$ cat config.mk
export PLATFORM = sky130hd
export DESIGN_NAME = windowed_mean_rms_meter
export DESIGN_NICKNAME = d
export VERILOG_FILES = /design/src/rtl/wmrm_pkg.sv /design/src/rtl/wmrm_datapath.sv /design/src/rtl/wmrm_ctrl.sv /design/src/rtl/windowed_mean_rms_meter.sv
export SDC_FILE = /design/constraint.sdc
export NUM_CORES = 1
export LEC_CHECK = 0
export ABC_AREA = 1
export BUFFER_PORTS_ARGS = -buffer_cell sky130_fd_sc_hd__buf_4
export CORE_ASPECT_RATIO = 1.4
export CORE_UTILIZATION = 35
export CTS_BUF_LIST = sky130_fd_sc_hd__clkbuf_4 sky130_fd_sc_hd__clkbuf_8 sky130_fd_sc_hd__clkbuf_16
export CTS_CLUSTER_DIAMETER = 30
export DETAILED_ROUTE_END_ITERATION = 16
export PLACE_DENSITY_LB_ADDON = 0.2
export SLEW_MARGIN = 20
export SYNTH_ARGS = -nofsm -noshare
export SYNTH_HDL_FRONTEND = slang
export SYNTH_SLANG_ARGS = --single-unit
$ cat constraint.sdc
create_clock -name clock -period 9.45 [get_ports clock]
set_clock_uncertainty 0.15 [all_clocks]
set_input_delay 1.89 -clock clock [delete_from_list [all_inputs] [get_ports clock]]
set_output_delay 1.89 -clock clock [all_outputs]
set_load 0.03 [all_outputs]
$ cat src/rtl/wmrm_pkg.sv
package wmrm_pkg;

   localparam int SAMPLE_WIDTH = 16;
   localparam int COUNT_WIDTH  = 16;
   localparam int SUM_WIDTH    = SAMPLE_WIDTH + COUNT_WIDTH;
   localparam int SQUARE_WIDTH = 2 * SAMPLE_WIDTH + COUNT_WIDTH;
   localparam int RAD_WIDTH    = 2 * SAMPLE_WIDTH;
   localparam int RREM_WIDTH   = SAMPLE_WIDTH + 2;
   localparam int STEP_WIDTH   = $clog2(SQUARE_WIDTH);
   localparam int K            = 1024;

   localparam logic [COUNT_WIDTH-1:0] WINDOW_RESET = COUNT_WIDTH'(8 * K);

   // commands from the controller to the datapath
   typedef struct packed {
      logic accumulate;
      logic start_div;
      logic div_step;
      logic root_init;
      logic root_step;
      logic load_out;
   } wmrm_cmd_type;

   // status from the datapath to the controller
   typedef struct packed {
      logic win_done;
      logic div_last;
      logic root_last;
   } wmrm_status_type;

endpackage

$ cat src/rtl/wmrm_datapath.sv
module wmrm_datapath (
   input  logic                               clock,
   input  logic                               reset,
   input  logic [wmrm_pkg::SAMPLE_WIDTH-1:0]  req_sample,
   input  logic                               csr_wr_en,
   input  logic [wmrm_pkg::COUNT_WIDTH-1:0]   csr_wr_data,
   input  wmrm_pkg::wmrm_cmd_type             cmd,
   output wmrm_pkg::wmrm_status_type          status,
   output logic [wmrm_pkg::SAMPLE_WIDTH-1:0]  rsp_rms_value,
   output logic [wmrm_pkg::SAMPLE_WIDTH-1:0]  rsp_mean_value
);
   import wmrm_pkg::*;

   logic [COUNT_WIDTH-1:0]  window_ff, window_in;
   logic [SQUARE_WIDTH-1:0] sq_ff, sq_in;
   logic [SUM_WIDTH-1:0]    sum_ff, sum_in;
   logic [COUNT_WIDTH-1:0]  count_ff, count_in;
   logic [COUNT_WIDTH-1:0]  drem_ff, drem_in;
   logic [COUNT_WIDTH-1:0]  srem_ff, srem_in;
   logic [SAMPLE_WIDTH-1:0] root_ff, root_in;
   logic [RREM_WIDTH-1:0]   rrem_ff, rrem_in;
   logic [STEP_WIDTH-1:0]   step_ff, step_in;
   logic [SAMPLE_WIDTH-1:0] rms_ff, rms_in;
   logic [SAMPLE_WIDTH-1:0] mean_ff, mean_in;

   logic [RAD_WIDTH-1:0]    sample_sq;
   logic [COUNT_WIDTH-1:0]  count_next;
   logic [COUNT_WIDTH:0]    dtmp, stmp;
   logic                    dge, sge, sum_active;
   logic [RREM_WIDTH+1:0]   rtmp, rtrial;
   logic                    rge;

   assign sample_sq  = RAD_WIDTH'(req_sample) * RAD_WIDTH'(req_sample);
   assign count_next = count_ff + 1'b1;

   assign status.win_done  = count_next >= window_ff;
   assign status.div_last  = step_ff == STEP_WIDTH'(SQUARE_WIDTH - 1);
   assign status.root_last = step_ff == STEP_WIDTH'(SAMPLE_WIDTH - 1);

   // restoring division, one quotient bit per step, quotient shifts in at the bottom
   assign dtmp = {drem_ff, sq_ff[SQUARE_WIDTH-1]};
   assign dge  = dtmp >= {1'b0, count_ff};
   assign stmp = {srem_ff, sum_ff[SUM_WIDTH-1]};
   assign sge  = stmp >= {1'b0, count_ff};
   assign sum_active = step_ff < STEP_WIDTH'(SUM_WIDTH);

   // digit recurrence square root, two radicand bits per step
   assign rtmp   = {rrem_ff, sq_ff[RAD_WIDTH-1 -: 2]};
   assign rtrial = (RREM_WIDTH+2)'({root_ff, 2'b01});
   assign rge    = rtmp >= rtrial;

   always_comb begin
      window_in = csr_wr_en ? csr_wr_data : window_ff;

      sq_in    = sq_ff;
      sum_in   = sum_ff;
      count_in = count_ff;
      drem_in  = drem_ff;
      srem_in  = srem_ff;
      root_in  = root_ff;
      rrem_in  = rrem_ff;
      step_in  = step_ff;
      rms_in   = rms_ff;
      mean_in  = mean_ff;

      if (cmd.accumulate) begin
         sq_in    = sq_ff + SQUARE_WIDTH'(sample_sq);
         sum_in   = sum_ff + SUM_WIDTH'(req_sample);
         count_in = count_next;
      end
      if (cmd.start_div) begin
         drem_in = '0;
         srem_in = '0;
         step_in = '0;
      end
      if (cmd.div_step) begin
         drem_in = dge ? COUNT_WIDTH'(dtmp - {1'b0, count_ff}) : dtmp[COUNT_WIDTH-1:0];
         sq_in   = {sq_ff[SQUARE_WIDTH-2:0], dge};
         if (sum_active) begin
            srem_in = sge ? COUNT_WIDTH'(stmp - {1'b0, count_ff}) : stmp[COUNT_WIDTH-1:0];
            sum_in  = {sum_ff[SUM_WIDTH-2:0], sge};
         end
         step_in = step_ff + 1'b1;
      end
      if (cmd.root_step) begin
         rrem_in = rge ? RREM_WIDTH'(rtmp - rtrial) : RREM_WIDTH'(rtmp);
         root_in = {root_ff[SAMPLE_WIDTH-2:0], rge};
         sq_in   = {sq_ff[SQUARE_WIDTH-3:0], 2'b00};
         step_in = step_ff + 1'b1;
      end
      if (cmd.root_init) begin
         root_in = '0;
         rrem_in = '0;
         step_in = '0;
      end
      if (cmd.load_out) begin
         // empty window divisor gives zero results
         rms_in   = (count_ff == '0) ? '0 : root_ff;
         mean_in  = (count_ff == '0) ? '0 : sum_ff[SAMPLE_WIDTH-1:0];
         sq_in    = '0;
         sum_in   = '0;
         count_in = '0;
      end
   end

   always_ff @(posedge clock) begin
      if (reset) begin
         window_ff <= WINDOW_RESET;
         sq_ff     <= '0;
         sum_ff    <= '0;
         count_ff  <= '0;
      end else begin
         window_ff <= window_in;
         sq_ff     <= sq_in;
         sum_ff    <= sum_in;
         count_ff  <= count_in;
      end
   end

   always_ff @(posedge clock) begin
      drem_ff <= drem_in;
      srem_ff <= srem_in;
      root_ff <= root_in;
      rrem_ff <= rrem_in;
      step_ff <= step_in;
      rms_ff  <= rms_in;
      mean_ff <= mean_in;
   end

   assign rsp_rms_value  = rms_ff;
   assign rsp_mean_value = mean_ff;

endmodule

$ cat src/rtl/wmrm_ctrl.sv
module wmrm_ctrl (
   input  logic                       clock,
   input  logic                       reset,
   input  logic                       req_valid,
   output logic                       req_ready,
   output logic                       rsp_valid,
   input  logic                       rsp_ready,
   input  wmrm_pkg::wmrm_status_type  status,
   output wmrm_pkg::wmrm_cmd_type     cmd
);
   import wmrm_pkg::*;

   typedef enum logic [3:0] {
      ST_IDLE = 4'b0001,
      ST_DIV  = 4'b0010,
      ST_ROOT = 4'b0100,
      ST_OUT  = 4'b1000
   } state_type;

   state_type state_ff, state_in;
   logic      rsp_valid_ff, rsp_valid_in;
   logic      accept;

   assign req_ready = state_ff == ST_IDLE;
   assign accept    = req_valid && req_ready;
   assign rsp_valid = rsp_valid_ff;

   always_comb begin
      cmd.accumulate = accept;
      cmd.start_div  = accept && status.win_done;
      cmd.div_step   = state_ff == ST_DIV;
      cmd.root_init  = (state_ff == ST_DIV) && status.div_last;
      cmd.root_step  = state_ff == ST_ROOT;
      cmd.load_out   = (state_ff == ST_OUT) && (!rsp_valid_ff || rsp_ready);
   end

   always_comb begin
      state_in = state_ff;
      case (state_ff)
         ST_IDLE: begin
            if (cmd.start_div) state_in = ST_DIV;
         end
         ST_DIV: begin
            if (status.div_last) state_in = ST_ROOT;
         end
         ST_ROOT: begin
            if (status.root_last) state_in = ST_OUT;
         end
         ST_OUT: begin
            if (cmd.load_out) state_in = ST_IDLE;
         end
         default: state_in = ST_IDLE;
      endcase
   end

   always_comb begin
      if (cmd.load_out) rsp_valid_in = 1'b1;
      else if (rsp_ready) rsp_valid_in = 1'b0;
      else rsp_valid_in = rsp_valid_ff;
   end

   always_ff @(posedge clock) begin
      if (reset) begin
         state_ff     <= ST_IDLE;
         rsp_valid_ff <= 1'b0;
      end else begin
         state_ff     <= state_in;
         rsp_valid_ff <= rsp_valid_in;
      end
   end

   a_div_to_root: assert property (@(posedge clock) disable iff (reset)
      (state_ff == ST_DIV) && status.div_last |=> state_ff == ST_ROOT)
      else $error("division did not hand over to square root");

   a_load_sets_valid: assert property (@(posedge clock) disable iff (reset)
      cmd.load_out |=> rsp_valid_ff && (state_ff == ST_IDLE))
      else $error("result load did not raise response valid");

   a_window_end_blocks: assert property (@(posedge clock) disable iff (reset)
      cmd.start_div |=> !req_ready && cmd.div_step)
      else $error("window end did not start the divider");

   a_no_overwrite: assert property (@(posedge clock) disable iff (reset)
      cmd.load_out |-> !rsp_valid_ff || rsp_ready)
      else $error("pending response overwritten");

endmodule

$ cat src/rtl/windowed_mean_rms_meter.sv
// Windowed mean and RMS meter. Unsigned 16-bit samples are taken over a valid/ready
// request channel and summed, squared and counted; when the count reaches the
// window size register (reset 8192, written through csr_wr_en/csr_wr_data at any
// edge) one response carries the truncated mean and the floor square root of the
// truncated mean of squares, and all accumulators restart. A sample that does not
// close its window leaves the meter ready for the next. The sample that closes a
// window is followed by a one-bit-per-cycle restoring divider (both divisions run
// side by side, the mean on the 32-bit sum and the mean of squares on the 48-bit
// sum of squares word), a two-bits-per-cycle square root and a response load,
// during which no request is taken. A finished response waits in its own
// register, so requests of the next window flow while it is unread; the next
// window's response load waits only if that register is still full.
module windowed_mean_rms_meter (
   input  logic                               clock,
   input  logic                               reset,
   // sample requests
   input  logic                               req_valid,
   output logic                               req_ready,
   input  logic [wmrm_pkg::SAMPLE_WIDTH-1:0]  req_sample,
   // results
   output logic                               rsp_valid,
   input  logic                               rsp_ready,
   output logic [wmrm_pkg::SAMPLE_WIDTH-1:0]  rsp_rms_value,
   output logic [wmrm_pkg::SAMPLE_WIDTH-1:0]  rsp_mean_value,
   // window size register
   input  logic                               csr_wr_en,
   input  logic [wmrm_pkg::COUNT_WIDTH-1:0]   csr_wr_data
);
   import wmrm_pkg::*;

   // command and status between sequencer and arithmetic
   wmrm_cmd_type    cmd;
   wmrm_status_type status;

   // sequencer: accumulate, divide, root, load response
   wmrm_ctrl u_ctrl (
      .clock     (clock),
      .reset     (reset),
      .req_valid (req_valid),
      .req_ready (req_ready),
      .rsp_valid (rsp_valid),
      .rsp_ready (rsp_ready),
      .status    (status),
      .cmd       (cmd)
   );

   // accumulators, shared-register divider and square root, response registers
   wmrm_datapath u_datapath (
      .clock          (clock),
      .reset          (reset),
      .req_sample     (req_sample),
      .csr_wr_en      (csr_wr_en),
      .csr_wr_data    (csr_wr_data),
      .cmd            (cmd),
      .status         (status),
      .rsp_rms_value  (rsp_rms_value),
      .rsp_mean_value (rsp_mean_value)
   );

endmodule
==> impl_metrics.toml <==
[drt]
wire_per_inst_um = 15.6
post-route-drc-count = 0
via_per_inst = 4.87
drt_iter0_markers = 1015
antenna_left = 0
via_count = 21257
final_routed_wirelength_um = 67800
drt_first_pass_iters = 7

[clocking]
cts_resized = 0
post_cts_buffers = 0
clock_sink_count = 221
cts_buffers = 60
cts_root_buffer = "sky130_fd_sc_hd__clkbuf_16"
clk_transition_reported_paths_ps = 50
tritoncts = "built"
cts.path.max_buffers = 3
htreeDepth = 2
postCtsHoldBufs = 0
worstSkewPairLatency_ps = 630

[floorplan]
die_area_um2 = 68800
fp.dieW_um = 222
die_height_um = 310
floorplan.io_pins = 71
placeableCoreArea_um2 = 66800
start_util = 0.355
floorplan.rows = 112

[setup_path]
worst-setup-path-type = "in -> reg"
worst-path-max-fanout = 20
worst_ep_required_time_ps = 9760
cp-start-kind = "input port"
worstPathArrival_ps = 7620
type_of_destination_of_the_critical_path = "flop"

[finish]
fillers = 7122
share_of_final_layout_standard_cells_stronger_than_drive_strength_1 = 0.0636
insertedDiodeCount = 0
areaGrowthSynthToFinish_pct = 14.3
mostFrequentLayoutCells = "sky130_fd_sc_hd__nand2_1 (780), sky130_fd_sc_hd__inv_1 (765), sky130_fd_sc_hd__nor2_1 (241)"
layout.nets = 3887
post_layout_nonfiller_instances = 4362
commonest_non_fill_non_tap_cell_in_the_layout = "sky130_fd_sc_hd__nand2_1"
seq_cell_area_um2 = 4900
multi_input_area_um2 = 15500

[logic_synthesis]
yosys_warnings = 0
synth_cell_type_count = 52
async_reset_ff_frac = 0
count_of_flip_flops_with_a_built_in_enable_after_synthesis = 48
synth_seq_cells = 221
synthesis.area_um2 = 23700
synth.net_count = 3854
synth_ff_type = "sky130_fd_sc_hd__dfxtp_1"
postSynthCellCount = 3425
syn-mean-instance-area_um2 = 6.93
ys_seq_area_frac = 0.207

[job]
max_cap_viol_count = 0

[grt]
grt_overflow_total = 0
antenna_found_initial = 0
largest_net_degree_at_the_start_of_global_routing = 61
first_global_vias = 21420
groute.usage.overall = 0.201
grt_pass1_wl_um = 110000

[timing]
achievable-frequency_mhz = 137
final-hold-violation-count = 0
max-slew-margin-rel = 0.257
final_max_slew_viol_count = 0
period_minus_slack_ps = 7310
worst_slew_pin_slew_ps = 1110
setup-violations-final = 0
setup_tns_ps = 0
grt_setup_unrepaired = "false"
final_min_period_over_clock_period = 0.774
fin_worst_hold_slack_ps = 313

[outcome]
outcome = "finished clean"

[min_path]
min_path_type = "reg -> reg"

[place]
port_bufs = 70
hpwl_detailed_um = 51900
placedCellCount = 4251
gp_congestion = 0.940
## kinds of logic (layout without fill, tap and decap cells)
kind of cell             after synthesis  after routing  synth area share
AND/OR/NAND/NOR                     1290           1290             0.223
buffers and inverters                887            969             0.142
AO/OA/AOI/OAI                        547            547             0.127
adder cells (fa/ha/maj)              392            392             0.269
flip-flops                           221            221             0.207
XOR/XNOR                              87             87            0.0321
multiplexers                           1              1          0.000475
## metrics by stage
stage           util  worst slack (ps)  area (um2)
2_1_floorplan      -              2050       23700
3_3_place_gp   0.374              1540       25000
3_5_place_dp   0.374              1520       25000
4_1_cts        0.406              2160       27100
5_1_grt        0.406              1850       27100
6_report       0.406              2140       27100
## critical path, cell delays in order
cell and delay [ps]:
sky130_fd_sc_hd__buf_4 300, sky130_fd_sc_hd__nand2_1 190, sky130_fd_sc_hd__fa_1 580, sky130_fd_sc_hd__fa_1 460, sky130_fd_sc_hd__fa_1 530, sky130_fd_sc_hd__inv_1 50
sky130_fd_sc_hd__fa_1 470, sky130_fd_sc_hd__fa_1 550, sky130_fd_sc_hd__inv_1 60, sky130_fd_sc_hd__fa_1 540, sky130_fd_sc_hd__inv_1 50, sky130_fd_sc_hd__ha_1 350
sky130_fd_sc_hd__nand2_1 120, sky130_fd_sc_hd__nor2_1 290, sky130_fd_sc_hd__nand3_1 130, sky130_fd_sc_hd__nand3_1 270, sky130_fd_sc_hd__nand2_1 80, sky130_fd_sc_hd__nand2_1 180
sky130_fd_sc_hd__nand2_1 130, sky130_fd_sc_hd__nand2_1 80, sky130_fd_sc_hd__nand2_1 40, sky130_fd_sc_hd__nand3_1 90, sky130_fd_sc_hd__nand2_1 60, sky130_fd_sc_hd__nand2_1 60
sky130_fd_sc_hd__a21oi_1 60
## state kept, by name, summed over array words and instances, names as in the netlist
register	flops
u_ctrl.rsp_valid	1
u_ctrl.state_ff	4
u_datapath.count_ff	16
u_datapath.drem_ff	16
u_datapath.root_ff	16
u_datapath.rrem_ff	18
u_datapath.rsp_mean_value	16
u_datapath.rsp_rms_value	16
u_datapath.sq_ff	48
u_datapath.srem_ff	16
u_datapath.step_ff	6
u_datapath.sum_ff	32
u_datapath.window_ff	16
## final timing paths
kind                         startpoint               endpoint  slack, ps  cells past startpoint
hold / removal    u_datapath.step_ff[3]  u_datapath.step_ff[3]        310                      2
setup reg to reg   u_datapath.sq_ff[10]   u_datapath.sq_ff[37]       4580                     22
hold reg to reg   u_datapath.step_ff[3]  u_datapath.step_ff[3]        310                      2
setup / recovery          req_sample[1]   u_datapath.sq_ff[37]       2140                     25
## synthesized netlist by cell type, types with 2 or more instances
| master | instances | area [um2] |
|---|---|---|
| sky130_fd_sc_hd__nand2_1 | 782 | 2940 |
| sky130_fd_sc_hd__inv_1 | 766 | 2880 |
| sky130_fd_sc_hd__nor2_1 | 242 | 908 |
| sky130_fd_sc_hd__a21oi_1 | 238 | 1190 |
| sky130_fd_sc_hd__fa_1 | 197 | 3940 |
| sky130_fd_sc_hd__ha_1 | 195 | 2440 |
| sky130_fd_sc_hd__o21ai_0 | 194 | 971 |
| sky130_fd_sc_hd__dfxtp_1 | 173 | 3460 |
| sky130_fd_sc_hd__nand3_1 | 172 | 861 |
| sky130_fd_sc_hd__clkbuf_1 | 83 | 312 |
| sky130_fd_sc_hd__xor2_1 | 52 | 455 |
| sky130_fd_sc_hd__edfxtp_1 | 48 | 1440 |
| sky130_fd_sc_hd__nand4_1 | 36 | 225 |
| sky130_fd_sc_hd__xnor2_1 | 35 | 307 |
| sky130_fd_sc_hd__a31oi_1 | 27 | 169 |
| sky130_fd_sc_hd__nor3_1 | 25 | 125 |
| sky130_fd_sc_hd__o211ai_1 | 20 | 150 |
| sky130_fd_sc_hd__buf_2 | 15 | 75.1 |
| sky130_fd_sc_hd__o21bai_1 | 14 | 105 |
| sky130_fd_sc_hd__o221ai_1 | 13 | 114 |
| sky130_fd_sc_hd__buf_1 | 11 | 41.3 |
| sky130_fd_sc_hd__a21o_1 | 10 | 75.1 |
| sky130_fd_sc_hd__nor4_1 | 10 | 62.6 |
| sky130_fd_sc_hd__or2_2 | 8 | 50.1 |
| sky130_fd_sc_hd__o21ai_1 | 7 | 35.0 |
| sky130_fd_sc_hd__a211oi_1 | 6 | 45.0 |
| sky130_fd_sc_hd__o21a_1 | 6 | 45.0 |
| sky130_fd_sc_hd__buf_4 | 5 | 37.5 |
| sky130_fd_sc_hd__inv_2 | 4 | 15.0 |
| sky130_fd_sc_hd__and2_1 | 3 | 18.8 |
| sky130_fd_sc_hd__a21boi_0 | 2 | 15.0 |
| sky130_fd_sc_hd__a31o_2 | 2 | 17.5 |
| sky130_fd_sc_hd__clkinv_1 | 2 | 7.51 |
| sky130_fd_sc_hd__nand2_2 | 2 | 12.5 |
| sky130_fd_sc_hd__nand3b_1 | 2 | 15.0 |
| sky130_fd_sc_hd__nor2_4 | 2 | 22.5 |
## cell type report
cell class,instances,share of cell area
clock inverters,33,0.0159
well taps,855,0.0394
clock buffers,78,0.0628
repair buffers,86,0.0238
flip-flops and latches,221,0.181
multi-input cells,2317,0.570
inverters,772,0.107
## routing by layer
layer	wire length (um)	global-route usage	vias to the layer above
li1	-	-	10758
met1	28200	0.231	10084
met2	35900	0.386	325
met3	2240	0.0231	90
met4	1460	0.0562	0
met5	0	0	-
Power is left out: the tool's default activity adds up to more than one toggle a clock period on the data nets, which glitch-free logic cannot reach.
